==> src/rtl/hns_pkg.sv <==
// Shared types and constants of the held note store.
package hns_pkg;

	localparam int NOTE_COUNT = 128;
	localparam int IDX_W      = $clog2(NOTE_COUNT);
	localparam int CNT_W      = 8;
	localparam int HELD_W     = 22;
	localparam int TAG_W      = 16;
	localparam int VEL_W      = 7;
	localparam int ENT_W      = VEL_W + TAG_W;
	localparam int SLOT_W     = 8;
	localparam int ADDR_W     = 4;

	localparam logic [CNT_W-1:0]  NOTE_LIMIT = CNT_W'(NOTE_COUNT);
	localparam logic [CNT_W-1:0]  LAST_POS   = CNT_W'(NOTE_COUNT - 1);
	localparam logic [IDX_W-1:0]  LAST_IDX   = IDX_W'(NOTE_COUNT - 1);
	localparam logic [14:0]       COUNT_MAX  = 15'h7fff;
	localparam logic [SLOT_W-1:0] FREE_SLOT  = 8'hff;
	localparam logic [CNT_W-1:0]  CNT_SAT    = 8'hff;

	localparam logic [1:0] MODE_ON    = 2'd0;
	localparam logic [1:0] MODE_OFF   = 2'd1;
	localparam logic [1:0] MODE_MARK  = 2'd2;
	localparam logic [1:0] MODE_PHASE = 2'd3;

	localparam logic [1:0] REG_RELEASE_TAG = 2'd0;
	localparam logic [1:0] REG_REPLY_FLAG  = 2'd1;
	localparam logic [1:0] REG_UNSORTED    = 2'd2;

	typedef enum logic [3:0] {
		ST_CLEAR,
		ST_IDLE,
		ST_EXEC,
		ST_USCAN,
		ST_URSCAN,
		ST_INS_CMP,
		ST_INS_FIN,
		ST_SREM,
		ST_TOP_RD,
		ST_TOP_DAT,
		ST_DONE
	} hns_state_t;

	typedef struct packed {
		logic [TAG_W-1:0] release_tag;
		logic [7:0]       reply_flag;
		logic             unsorted_queue;
	} hns_cfg_t;

	typedef struct packed {
		logic              drain_event;
		logic              queue_emptied;
		logic [7:0]        distinct_notes;
		logic [HELD_W-1:0] held_total;
		logic [7:0]        queued_total;
		logic [7:0]        top_note;
		logic [7:0]        reply;
	} hns_res_t;

endpackage

==> src/rtl/hns_ram.sv <==
// Generic simple dual-port RAM with registered read.
module hns_ram #(
	parameter int WIDTH = 8,
	parameter int DEPTH = 128
) (
	input  logic                     clk,
	input  logic                     we,
	input  logic [$clog2(DEPTH)-1:0] waddr,
	input  logic [WIDTH-1:0]         wdata,
	input  logic [$clog2(DEPTH)-1:0] raddr,
	output logic [WIDTH-1:0]         rdata
);

	logic [WIDTH-1:0] mem [DEPTH];

	always_ff @(posedge clk) begin
		if (we) begin
			mem[waddr] <= wdata;
		end
		rdata <= mem[raddr];
	end

endmodule

==> src/rtl/hns_ctrl.sv <==
// Event sequencer: count-word read-modify-write and queue walks over the slot RAM.
module hns_ctrl (
	input  logic                       clk,
	input  logic                       arst_n,
	input  logic                       in_valid,
	output logic                       in_ready,
	input  logic [1:0]                 in_mode,
	input  logic [6:0]                 in_note,
	input  logic [6:0]                 in_vel,
	input  logic [3:0]                 in_phase,
	input  hns_pkg::hns_cfg_t          cfg,
	input  logic                       out_free,
	output logic                       done,
	output hns_pkg::hns_res_t          res,
	output logic                       ent_we,
	output logic [hns_pkg::IDX_W-1:0]  ent_waddr,
	output logic [hns_pkg::ENT_W-1:0]  ent_wdata,
	output logic [hns_pkg::IDX_W-1:0]  ent_raddr,
	input  logic [hns_pkg::ENT_W-1:0]  ent_rdata,
	output logic                       slot_we,
	output logic [hns_pkg::IDX_W-1:0]  slot_waddr,
	output logic [hns_pkg::SLOT_W-1:0] slot_wdata,
	output logic [hns_pkg::IDX_W-1:0]  slot_raddr,
	input  logic [hns_pkg::SLOT_W-1:0] slot_rdata
);
	import hns_pkg::*;

	hns_state_t state_q, state_nxt;

	logic [IDX_W-1:0]  clr_q;
	logic [1:0]        mode_q;
	logic [6:0]        note_q;
	logic [6:0]        vel_q;
	logic [3:0]        phase_in_q;
	logic [7:0]        reply_q;
	logic [CNT_W-1:0]  slot_cnt_q;
	logic [HELD_W-1:0] held_q;
	logic [7:0]        distinct_q;
	logic [SLOT_W-1:0] top_q;
	logic [TAG_W-1:0]  last_tag_q;
	logic [3:0]        phase_q;
	logic              marked_q;
	logic              emptied_q;
	logic              drain_q;
	logic [CNT_W-1:0]  pos_q;
	logic [SLOT_W-1:0] carry_q;
	logic [NOTE_COUNT-1:0] queued_q;

	logic [IDX_W-1:0]  note_idx;
	logic [IDX_W-1:0]  pos_idx;
	logic [TAG_W-1:0]  ent_word;
	logic [14:0]       cnt;
	logic [VEL_W-1:0]  ent_vel;
	logic              is_on;
	logic              note_ok;
	logic              cnt_full;
	logic              cnt_zero;
	logic [TAG_W-1:0]  off_word;
	logic              queued_n;
	logic [CNT_W-1:0]  cnt_clamp;
	logic [CNT_W-1:0]  top_pos;
	logic [CNT_W-1:0]  exec_rd;
	logic              ins_stop;
	logic              slot_hit;
	logic              drain_ok;

	assign note_idx  = note_q[IDX_W-1:0];
	assign pos_idx   = pos_q[IDX_W-1:0];
	assign ent_word  = ent_rdata[TAG_W-1:0];
	assign ent_vel   = ent_rdata[ENT_W-1:TAG_W];
	assign cnt       = ent_word[14:0];
	assign is_on     = (mode_q != MODE_OFF) && (vel_q != 7'd0);
	assign note_ok   = {1'b0, note_q} < NOTE_LIMIT;
	assign cnt_full  = cnt == COUNT_MAX;
	assign cnt_zero  = cnt == 15'd0;
	assign off_word  = {1'b0, cnt - 15'd1} | cfg.release_tag;
	assign queued_n  = queued_q[note_idx];
	assign cnt_clamp = (slot_cnt_q > NOTE_LIMIT) ? NOTE_LIMIT : slot_cnt_q;
	assign top_pos   = cnt_clamp - 8'd1;
	assign exec_rd   = (is_on ? slot_cnt_q : cnt_clamp) - 8'd1;
	assign ins_stop  = slot_rdata[7] || (slot_rdata[6:0] < note_q);
	assign slot_hit  = slot_rdata == {1'b0, note_q};
	assign drain_ok  = (cfg.release_tag == '0) && (distinct_q == 8'd0)
		&& (phase_q >= 4'd1) && (phase_q <= 4'd3);

	always_comb begin
		state_nxt = state_q;
		unique case (state_q)
			ST_CLEAR: begin
				if (clr_q == LAST_IDX) state_nxt = ST_IDLE;
			end
			ST_IDLE: begin
				if (in_valid) state_nxt = ST_EXEC;
			end
			ST_EXEC: begin
				if (mode_q == MODE_PHASE || !note_ok) begin
					state_nxt = ST_DONE;
				end else if (is_on) begin
					if (cnt_full || queued_n) state_nxt = ST_DONE;
					else if (cfg.unsorted_queue) state_nxt = ST_USCAN;
					else if (slot_cnt_q >= NOTE_LIMIT) state_nxt = ST_DONE;
					else if (slot_cnt_q == 8'd0) state_nxt = ST_INS_FIN;
					else state_nxt = ST_INS_CMP;
				end else begin
					if (cnt_zero || off_word != '0 || !queued_n) state_nxt = ST_DONE;
					else if (cfg.unsorted_queue) state_nxt = ST_URSCAN;
					else if (cnt_clamp == 8'd0) state_nxt = ST_TOP_RD;
					else state_nxt = ST_SREM;
				end
			end
			ST_USCAN: begin
				if (slot_rdata[7] || pos_q == LAST_POS) state_nxt = ST_DONE;
			end
			ST_URSCAN: begin
				if (slot_hit || pos_q == LAST_POS) state_nxt = ST_TOP_RD;
			end
			ST_INS_CMP: begin
				if (ins_stop) state_nxt = ST_DONE;
				else if (pos_q == 8'd1) state_nxt = ST_INS_FIN;
			end
			ST_INS_FIN: state_nxt = ST_DONE;
			ST_SREM: begin
				if (slot_hit || pos_q == 8'd0) state_nxt = ST_TOP_RD;
			end
			ST_TOP_RD: begin
				state_nxt = (slot_cnt_q != 8'd0) ? ST_TOP_DAT : ST_DONE;
			end
			ST_TOP_DAT: state_nxt = ST_DONE;
			ST_DONE: begin
				if (out_free) state_nxt = ST_IDLE;
			end
			default: state_nxt = ST_IDLE;
		endcase
	end

	always_comb begin
		ent_we     = 1'b0;
		ent_waddr  = note_idx;
		ent_wdata  = '0;
		ent_raddr  = in_note[IDX_W-1:0];
		slot_we    = 1'b0;
		slot_waddr = pos_idx;
		slot_wdata = {1'b0, note_q};
		slot_raddr = pos_idx;
		in_ready   = state_q == ST_IDLE;
		done       = (state_q == ST_DONE) && out_free;
		unique case (state_q)
			ST_CLEAR: begin
				ent_we     = 1'b1;
				ent_waddr  = clr_q;
				slot_we    = 1'b1;
				slot_waddr = clr_q;
				slot_wdata = FREE_SLOT;
			end
			ST_EXEC: begin
				if (mode_q != MODE_PHASE && note_ok) begin
					if (is_on && !cnt_full) begin
						ent_we    = 1'b1;
						ent_wdata = {vel_q, 1'b0, cnt + 15'd1};
					end else if (!is_on && !cnt_zero) begin
						ent_we    = 1'b1;
						ent_wdata = {ent_vel, off_word};
					end
				end
				slot_raddr = cfg.unsorted_queue ? '0 : exec_rd[IDX_W-1:0];
			end
			ST_USCAN: begin
				slot_we    = slot_rdata[7];
				slot_raddr = pos_idx + IDX_W'(1);
			end
			ST_URSCAN: begin
				slot_we    = slot_hit;
				slot_wdata = FREE_SLOT;
				slot_raddr = pos_idx + IDX_W'(1);
			end
			ST_INS_CMP: begin
				slot_we    = 1'b1;
				slot_wdata = ins_stop ? {1'b0, note_q} : slot_rdata;
				slot_raddr = pos_idx - IDX_W'(2);
			end
			ST_INS_FIN: begin
				slot_we = 1'b1;
			end
			ST_SREM: begin
				slot_we    = 1'b1;
				slot_wdata = carry_q;
				slot_raddr = pos_idx - IDX_W'(1);
			end
			ST_TOP_RD: begin
				slot_raddr = top_pos[IDX_W-1:0];
			end
			default: begin
			end
		endcase
	end

	always_ff @(posedge clk or negedge arst_n) begin
		if (!arst_n) begin
			state_q    <= ST_CLEAR;
			clr_q      <= '0;
			mode_q     <= '0;
			note_q     <= '0;
			vel_q      <= '0;
			phase_in_q <= '0;
			reply_q    <= '0;
			slot_cnt_q <= '0;
			held_q     <= '0;
			distinct_q <= '0;
			top_q      <= FREE_SLOT;
			last_tag_q <= '0;
			phase_q    <= '0;
			marked_q   <= 1'b0;
			emptied_q  <= 1'b0;
			drain_q    <= 1'b0;
			pos_q      <= '0;
			carry_q    <= FREE_SLOT;
			queued_q   <= '0;
		end else begin
			state_q <= state_nxt;
			case (state_q)
				ST_CLEAR: clr_q <= clr_q + IDX_W'(1);
				ST_IDLE: begin
					if (in_valid) begin
						mode_q     <= in_mode;
						note_q     <= in_note;
						vel_q      <= in_vel;
						phase_in_q <= in_phase;
						reply_q    <= '0;
						emptied_q  <= 1'b0;
						drain_q    <= 1'b0;
					end
				end
				ST_EXEC: begin
					if (mode_q == MODE_PHASE) begin
						phase_q <= phase_in_q;
					end else if (note_ok) begin
						if (mode_q == MODE_MARK) marked_q <= 1'b1;
						if (is_on) begin
							if (cnt_full) begin
								reply_q <= 8'd1;
							end else begin
								held_q  <= held_q + HELD_W'(1);
								reply_q <= cfg.reply_flag;
								if (ent_word == '0) distinct_q <= distinct_q + 8'd1;
								pos_q <= cfg.unsorted_queue ? '0 : slot_cnt_q;
							end
						end else if (!cnt_zero) begin
							last_tag_q <= cfg.release_tag;
							held_q     <= held_q - HELD_W'(1);
							reply_q    <= cfg.reply_flag;
							if (off_word == '0) begin
								if (distinct_q != 8'd0) distinct_q <= distinct_q - 8'd1;
								if (queued_n) begin
									queued_q[note_idx] <= 1'b0;
									if (!cfg.unsorted_queue && slot_cnt_q != 8'd0) begin
										slot_cnt_q <= slot_cnt_q - 8'd1;
									end
								end
							end
							pos_q   <= cfg.unsorted_queue ? '0 : exec_rd;
							carry_q <= FREE_SLOT;
						end
					end
				end
				ST_USCAN: begin
					if (slot_rdata[7]) begin
						queued_q[note_idx] <= 1'b1;
						if (slot_cnt_q != CNT_SAT) slot_cnt_q <= slot_cnt_q + 8'd1;
						top_q <= {1'b0, note_q};
					end else begin
						pos_q <= pos_q + 8'd1;
					end
				end
				ST_URSCAN: begin
					if (slot_hit) begin
						if (slot_cnt_q != 8'd0) slot_cnt_q <= slot_cnt_q - 8'd1;
					end else begin
						pos_q <= pos_q + 8'd1;
					end
				end
				ST_INS_CMP: begin
					if (ins_stop) begin
						queued_q[note_idx] <= 1'b1;
						if (slot_cnt_q != CNT_SAT) slot_cnt_q <= slot_cnt_q + 8'd1;
						top_q <= {1'b0, note_q};
					end else begin
						pos_q <= pos_q - 8'd1;
					end
				end
				ST_INS_FIN: begin
					queued_q[note_idx] <= 1'b1;
					if (slot_cnt_q != CNT_SAT) slot_cnt_q <= slot_cnt_q + 8'd1;
					top_q <= {1'b0, note_q};
				end
				ST_SREM: begin
					carry_q <= slot_rdata;
					pos_q   <= pos_q - 8'd1;
				end
				ST_TOP_RD: begin
					if (slot_cnt_q == 8'd0) begin
						top_q     <= FREE_SLOT;
						emptied_q <= 1'b1;
						if (drain_ok) begin
							phase_q <= '0;
							drain_q <= 1'b1;
						end
					end
				end
				ST_TOP_DAT: top_q <= slot_rdata;
				default: begin
				end
			endcase
		end
	end

	assign res.reply          = reply_q;
	assign res.top_note       = top_q;
	assign res.queued_total   = slot_cnt_q;
	assign res.held_total     = held_q;
	assign res.distinct_notes = distinct_q;
	assign res.queue_emptied  = emptied_q;
	assign res.drain_event    = drain_q;

endmodule

==> src/rtl/held_note_store.sv <==
// Top level of the held note store: config port, memories and output register.
//
// Input stream s_axis carries one note event per item (note on, note off,
// marked note on, phase write). Each item returns exactly one result item on
// m_axis with the reply byte and the store's counters after the event.
// The user writes configuration over the APB-style port only while the
// block is idle; the block itself does not enforce this. A queue insert or
// removal steps through the slot RAM one entry per cycle. The next item is
// taken once the result is in the output register, even if the receiver has
// not yet taken it; a stalled receiver holds back only the following item's
// completion. After reset the block sweeps both RAMs, one entry per cycle,
// before it raises s_axis_tready; config writes are taken meanwhile.
module held_note_store (
	input  logic                       clk,
	input  logic                       arst_n,
	input  logic                       s_axis_tvalid,
	output logic                       s_axis_tready,
	input  logic [23:0]                s_axis_tdata,  // mode, note, velocity, phase_value
	output logic                       m_axis_tvalid,
	input  logic                       m_axis_tready,
	// reply, top_note, queued_total, held_total, distinct_notes, queue_emptied, drain_event
	output logic [55:0]                m_axis_tdata,
	input  logic                       psel,
	input  logic                       penable,
	input  logic                       pwrite,
	input  logic [hns_pkg::ADDR_W-1:0] paddr,
	input  logic [31:0]                pwdata,
	output logic [31:0]                prdata,
	output logic                       pready
);
	import hns_pkg::*;

	hns_cfg_t cfg_q;
	hns_res_t res;
	hns_res_t m_data_q;
	logic     m_valid_q;
	logic     out_free;
	logic     done;

	logic              ent_we;
	logic [IDX_W-1:0]  ent_waddr;
	logic [ENT_W-1:0]  ent_wdata;
	logic [IDX_W-1:0]  ent_raddr;
	logic [ENT_W-1:0]  ent_rdata;
	logic              slot_we;
	logic [IDX_W-1:0]  slot_waddr;
	logic [SLOT_W-1:0] slot_wdata;
	logic [IDX_W-1:0]  slot_raddr;
	logic [SLOT_W-1:0] slot_rdata;

	assign pready = 1'b1;

	always_ff @(posedge clk or negedge arst_n) begin
		if (!arst_n) begin
			cfg_q <= '0;
		end else if (psel && penable && pwrite) begin
			unique case (paddr[3:2])
				REG_RELEASE_TAG: cfg_q.release_tag    <= pwdata[TAG_W-1:0];
				REG_REPLY_FLAG:  cfg_q.reply_flag     <= pwdata[7:0];
				REG_UNSORTED:    cfg_q.unsorted_queue <= pwdata[0];
				default: begin
				end
			endcase
		end
	end

	always_comb begin
		unique case (paddr[3:2])
			REG_RELEASE_TAG: prdata = {16'd0, cfg_q.release_tag};
			REG_REPLY_FLAG:  prdata = {24'd0, cfg_q.reply_flag};
			REG_UNSORTED:    prdata = {31'd0, cfg_q.unsorted_queue};
			default:         prdata = '0;
		endcase
	end

	hns_ram #(.WIDTH(ENT_W), .DEPTH(NOTE_COUNT)) u_ent_ram (
		.clk   (clk),
		.we    (ent_we),
		.waddr (ent_waddr),
		.wdata (ent_wdata),
		.raddr (ent_raddr),
		.rdata (ent_rdata)
	);

	hns_ram #(.WIDTH(SLOT_W), .DEPTH(NOTE_COUNT)) u_slot_ram (
		.clk   (clk),
		.we    (slot_we),
		.waddr (slot_waddr),
		.wdata (slot_wdata),
		.raddr (slot_raddr),
		.rdata (slot_rdata)
	);

	hns_ctrl u_ctrl (
		.clk        (clk),
		.arst_n     (arst_n),
		.in_valid   (s_axis_tvalid),
		.in_ready   (s_axis_tready),
		.in_mode    (s_axis_tdata[1:0]),
		.in_note    (s_axis_tdata[8:2]),
		.in_vel     (s_axis_tdata[15:9]),
		.in_phase   (s_axis_tdata[19:16]),
		.cfg        (cfg_q),
		.out_free   (out_free),
		.done       (done),
		.res        (res),
		.ent_we     (ent_we),
		.ent_waddr  (ent_waddr),
		.ent_wdata  (ent_wdata),
		.ent_raddr  (ent_raddr),
		.ent_rdata  (ent_rdata),
		.slot_we    (slot_we),
		.slot_waddr (slot_waddr),
		.slot_wdata (slot_wdata),
		.slot_raddr (slot_raddr),
		.slot_rdata (slot_rdata)
	);

	assign out_free = !m_valid_q || m_axis_tready;

	always_ff @(posedge clk or negedge arst_n) begin
		if (!arst_n) begin
			m_valid_q <= 1'b0;
		end else if (done) begin
			m_valid_q <= 1'b1;
		end else if (m_axis_tready) begin
			m_valid_q <= 1'b0;
		end
	end

	always_ff @(posedge clk) begin
		if (done) begin
			m_data_q <= res;
		end
	end

	assign m_axis_tvalid = m_valid_q;
	assign m_axis_tdata  = m_data_q;

endmodule

==> config.mk <==
export PLATFORM = sky130hd
export DESIGN_NAME = held_note_store
export DESIGN_NICKNAME = d
export VERILOG_FILES = /design/src/rtl/hns_pkg.sv /design/src/rtl/hns_ram.sv /design/src/rtl/hns_ctrl.sv /design/src/rtl/held_note_store.sv
export SDC_FILE = /design/constraint.sdc
export NUM_CORES = 2
export LEC_CHECK = 0
export ABC_CLOCK_PERIOD_IN_PS = 13600
export BUFFER_PORTS_ARGS = -buffer_cell sky130_fd_sc_hd__buf_2
export CAP_MARGIN = 30
export CORE_AREA = 2 2 486 488
export DETAILED_ROUTE_END_ITERATION = 8
export DIE_AREA = 0 0 488 490
export PLACE_DENSITY = 0.84
export SLEW_MARGIN = 10
export SYNTH_ARGS = -nofsm -noshare
export SYNTH_HDL_FRONTEND = slang
export SYNTH_SLANG_ARGS = --single-unit
==> constraint.sdc <==
create_clock -name clk -period 13.6 [get_ports clk]
set_input_delay 1.36 -clock clk [delete_from_list [all_inputs] [get_ports clk]]
set_output_delay 1.36 -clock clk [all_outputs]
set_load 0.02 [all_outputs]
==> flow_metrics.tcl <==
set metrics [dict create \
    status "complete, but fails checks" \
    violations "design-rule violations" \
    route.detailed.drc 12 \
    antenna_found_initial 24 \
    viasPerCell 7.135 \
    ys_seq_elements 3413 \
    drt_iter0_markers 15250 \
    gr-usage-met2_pct 54.17 \
    clockBufferDepth 4 \
    grt_max_degree 212 \
    grt_first_pass_wirelength_mm 592.3 \
    cts_root_buf "clkbuf_16" \
    p_clk_share_pct 26.7 \
    cp-start-kind "register" \
    pwr-share-seq_pct 38.3 \
    multiInputGateArea_um2 36490 \
    p_total_uw 35630 \
    rows 178 \
    port-buffer-count 118 \
    cts.sinks 3413 \
    synth_area_um2 139500 \
    mostFrequentLayoutCells "edfxtp_1, nand2_1, mux4_2, nor2_1, clkbuf_16" \
    worstMarginPinSlew_ns 1.110 \
    cts-hold-fix-buffers 0 \
    irDropWorstVdd_v 0.0004212 \
    cts_buffers 342 \
    fin_crit_ns 6.454 \
    power_density_nw_per_um2 228.2 \
    async_flop_share_pct 7.647 \
    ys_warn_count 0 \
    post_cts_buffers 0 \
    place_congestion 0.9123 \
    power.leakage_uw 0.05312 \
    cp_max_fo 187 \
    cp-end-kind "register" \
    htreeDepth 5 \
    relSlewSlack_pct 25.72 \
    netlist_instances 8405 \
    ff2ff_path_depth 15 \
    start_util_pct 59.60 \
    power_switching_uw 13510 \
    cts_resized 0 \
    wl_mm 419.8 \
    track_usage_pct 34.31 \
    grt_use_met1_pct 42.85 \
    boundaryPins 158 \
    fin_crit_sh_pct 47.46 \
    dieArea_um2 239100 \
    synth_ff_type "edfxtp_1" \
    arrival_ns 7.32 \
    fin_tns_setup_ns 0 \
    reg2reg_slack_ns 7.15 \
    synth_edf_count 3128 \
    swShare_pct 37.92 \
    insertion_delay_ns 1.01 \
    setup_viol 0 \
    power.share.combinational_pct 35.1 \
    hold_path.class "in2async" \
    grt_busiest_layer "met2" \
    die_x_um 488 \
    syn_area_per_cell_um2 16.60 \
    final_common_cell "edfxtp_1" \
    gr-usage-met3_pct 7.958 \
    grt_pass1_vias 84180 \
    critical_path_class "reg2reg" \
    ff_latch_area_um2 101000 \
    vias 86290 \
    grt-ovfl-total 0 \
    synth_seq_area_share_pct 72.37 \
    layout.nets 8793 \
    hold_viol 0 \
    rsz0062_at_grt "false" \
    clk_pin_slew_ns 0.06 \
    cts_tree "built" \
    syn_to_final_growth_pct 11.90 \
    dp_hpwl_mm 217.2 \
    ys_types 98 \
    clock_skew_ns 0.09822 \
    maxSlewViolCount 0 \
    max_freq_ghz 0.1549 \
    drive_gt1_share_pct 19.96 \
    cp.required_ns 14.47 \
    postRouteAntennaNets 0 \
    firstDrtPassIters 9 \
    core_area_um2 234100 \
    intPower_uw 22120 \
    nFillCells 13930 \
    maxCapViolCount 0 \
    routedWlPerCell_um 34.71 \
    fp.dieH_um 490 \
]
cell usage after synthesis, types with 15 or more instances:
| library cell | number | share of area [%] |
|---|---|---|
| nor4_1 | 119 | 0.53 |
| buf_2 | 130 | 0.47 |
| dfxtp_1 | 24 | 0.34 |
| o21ai_0 | 144 | 0.52 |
| and3_1 | 148 | 0.66 |
| nand2_1 | 1340 | 3.6 |
| ha_1 | 51 | 0.46 |
| nand4_1 | 24 | 0.11 |
| nand2b_1 | 18 | 0.081 |
| a21oi_1 | 249 | 0.89 |
| o22ai_1 | 47 | 0.21 |
| dfrtp_1 | 245 | 4.4 |
| buf_1 | 96 | 0.26 |
| a41oi_1 | 19 | 0.12 |
| edfxtp_1 | 3128 | 67 |
| o211ai_1 | 46 | 0.25 |
| inv_1 | 35 | 0.094 |
| xor2_1 | 29 | 0.18 |
| o21a_1 | 15 | 0.081 |
| nand3_1 | 276 | 0.99 |
| mux4_2 | 682 | 11 |
| nor2_1 | 373 | 1.0 |
| a31oi_1 | 123 | 0.55 |
| a211oi_1 | 23 | 0.12 |
| a21boi_0 | 18 | 0.097 |
| a21o_1 | 54 | 0.29 |
| xnor2_1 | 30 | 0.19 |
| dfstp_2 | 16 | 0.30 |
| nor3_1 | 37 | 0.13 |
| clkbuf_1 | 268 | 0.72 |
| mux2i_1 | 135 | 0.97 |
| mux2_2 | 110 | 0.89 |
| buf_4 | 36 | 0.19 |
final cells by class:
class	count	share of cell area, %
diodes	16	0.02565
clock buffers	416	5.738
clock inverters	185	1.177
inverters	40	0.09618
multi-input cells	4436	23.37
flip-flops and latches	3413	64.67
well taps	3150	2.525
repair buffers	439	2.390
critical path, cell delays in order, from the launching register on:
cell and delay (ns):
dfrtp_1 0.37, buf_4 0.27, or4b_1 0.86, nor3_1 0.27
a21oi_1 0.07, ha_1 0.32, a21oi_1 0.29, o41a_2 0.30
buf_4 0.74, buf_12 0.62, nand2_1 0.18, and3_1 0.24
o211ai_1 0.28, nand4_1 0.22, o31ai_1 0.68, o2111a_1 0.37
power groups by stage:
stage,sequential [µW],combinational (µW),clock [µW]
CTS,13600,11900,9470
global placement,13800,11200,0
floorplan,13900,7670,0
global route,13700,13100,9840
finish,13600,12500,9500
detailed placement,13800,11700,0
worst paths after layout:
kind | end | start
min reg2reg | m_axis_tdata[5] | u_ctrl.reply_q[5]
max in group asynchronous | async pin | arst_n
max | u_slot_ram.rdata[6] | u_ctrl.state_q[1]
max reg2reg | u_slot_ram.rdata[6] | u_ctrl.state_q[1]
min | u_ctrl.distinct_q[0] | arst_n
min in group clk | m_axis_tdata[5] | u_ctrl.reply_q[5]
kinds of logic after synthesis:
group | after synthesis | synth area share (%)
AO/OA/AOI/OAI | 922 | 4.345
buffers and inverters | 571 | 1.751
other | 2 | 0.005383
XOR/XNOR | 59 | 0.3704
flip-flops | 3413 | 72.37
multiplexers | 928 | 12.87
AND/OR/NAND/NOR | 2456 | 7.782
adder cells (fa/ha/maj) | 54 | 0.5005
metal layers:
layer	vias up	wire, µm	part of all wire [%]
met5	-	133	0.032
met4	20	34890	8.3
met3	1874	52610	13
met2	8218	199600	48
met1	42690	132600	32
li1	33490	-	-
registers in the layout (all words and copies together) (netlist names), 2 cells and up, named ones only:
| register | cells |
|---|---|
| u_ent_ram.mem | 2048 |
| u_slot_ram.mem | 1024 |
| m_axis_tdata | 56 |
| cfg_q | 25 |
| u_ctrl.held_q | 22 |
| u_ent_ram.rdata | 16 |
| u_ctrl.carry_q | 8 |
| u_ctrl.distinct_q | 8 |
| u_ctrl.pos_q | 8 |
| u_ctrl.reply_q | 8 |
| u_ctrl.slot_cnt_q | 8 |
| u_ctrl.top_q | 8 |
| u_slot_ram.rdata | 8 |
| u_ctrl.clr_q | 7 |
| u_ctrl.note_idx | 7 |
| u_ctrl.vel_q | 7 |
| u_ctrl.phase_in_q | 4 |
| u_ctrl.phase_q | 4 |
| u_ctrl.state_q | 4 |
| u_ctrl.mode_q | 2 |
through the flow:
stage	instance area, µm²	hold slack (ns)	setup slack, ns	instances	util [%]
5_1_grt	156100	0.4887	7.035	12080	66.68
3_5_place_dp	144600	0.4492	7.463	11440	61.76
6_report	156100	0.4672	7.146	12100	66.69
4_1_cts	155400	0.4640	7.295	12040	66.38
2_1_floorplan	139600	0.4192	4.782	8420	-
3_3_place_gp	144300	0.4449	7.537	11420	61.63
Power figures use the tool's default switching activity.
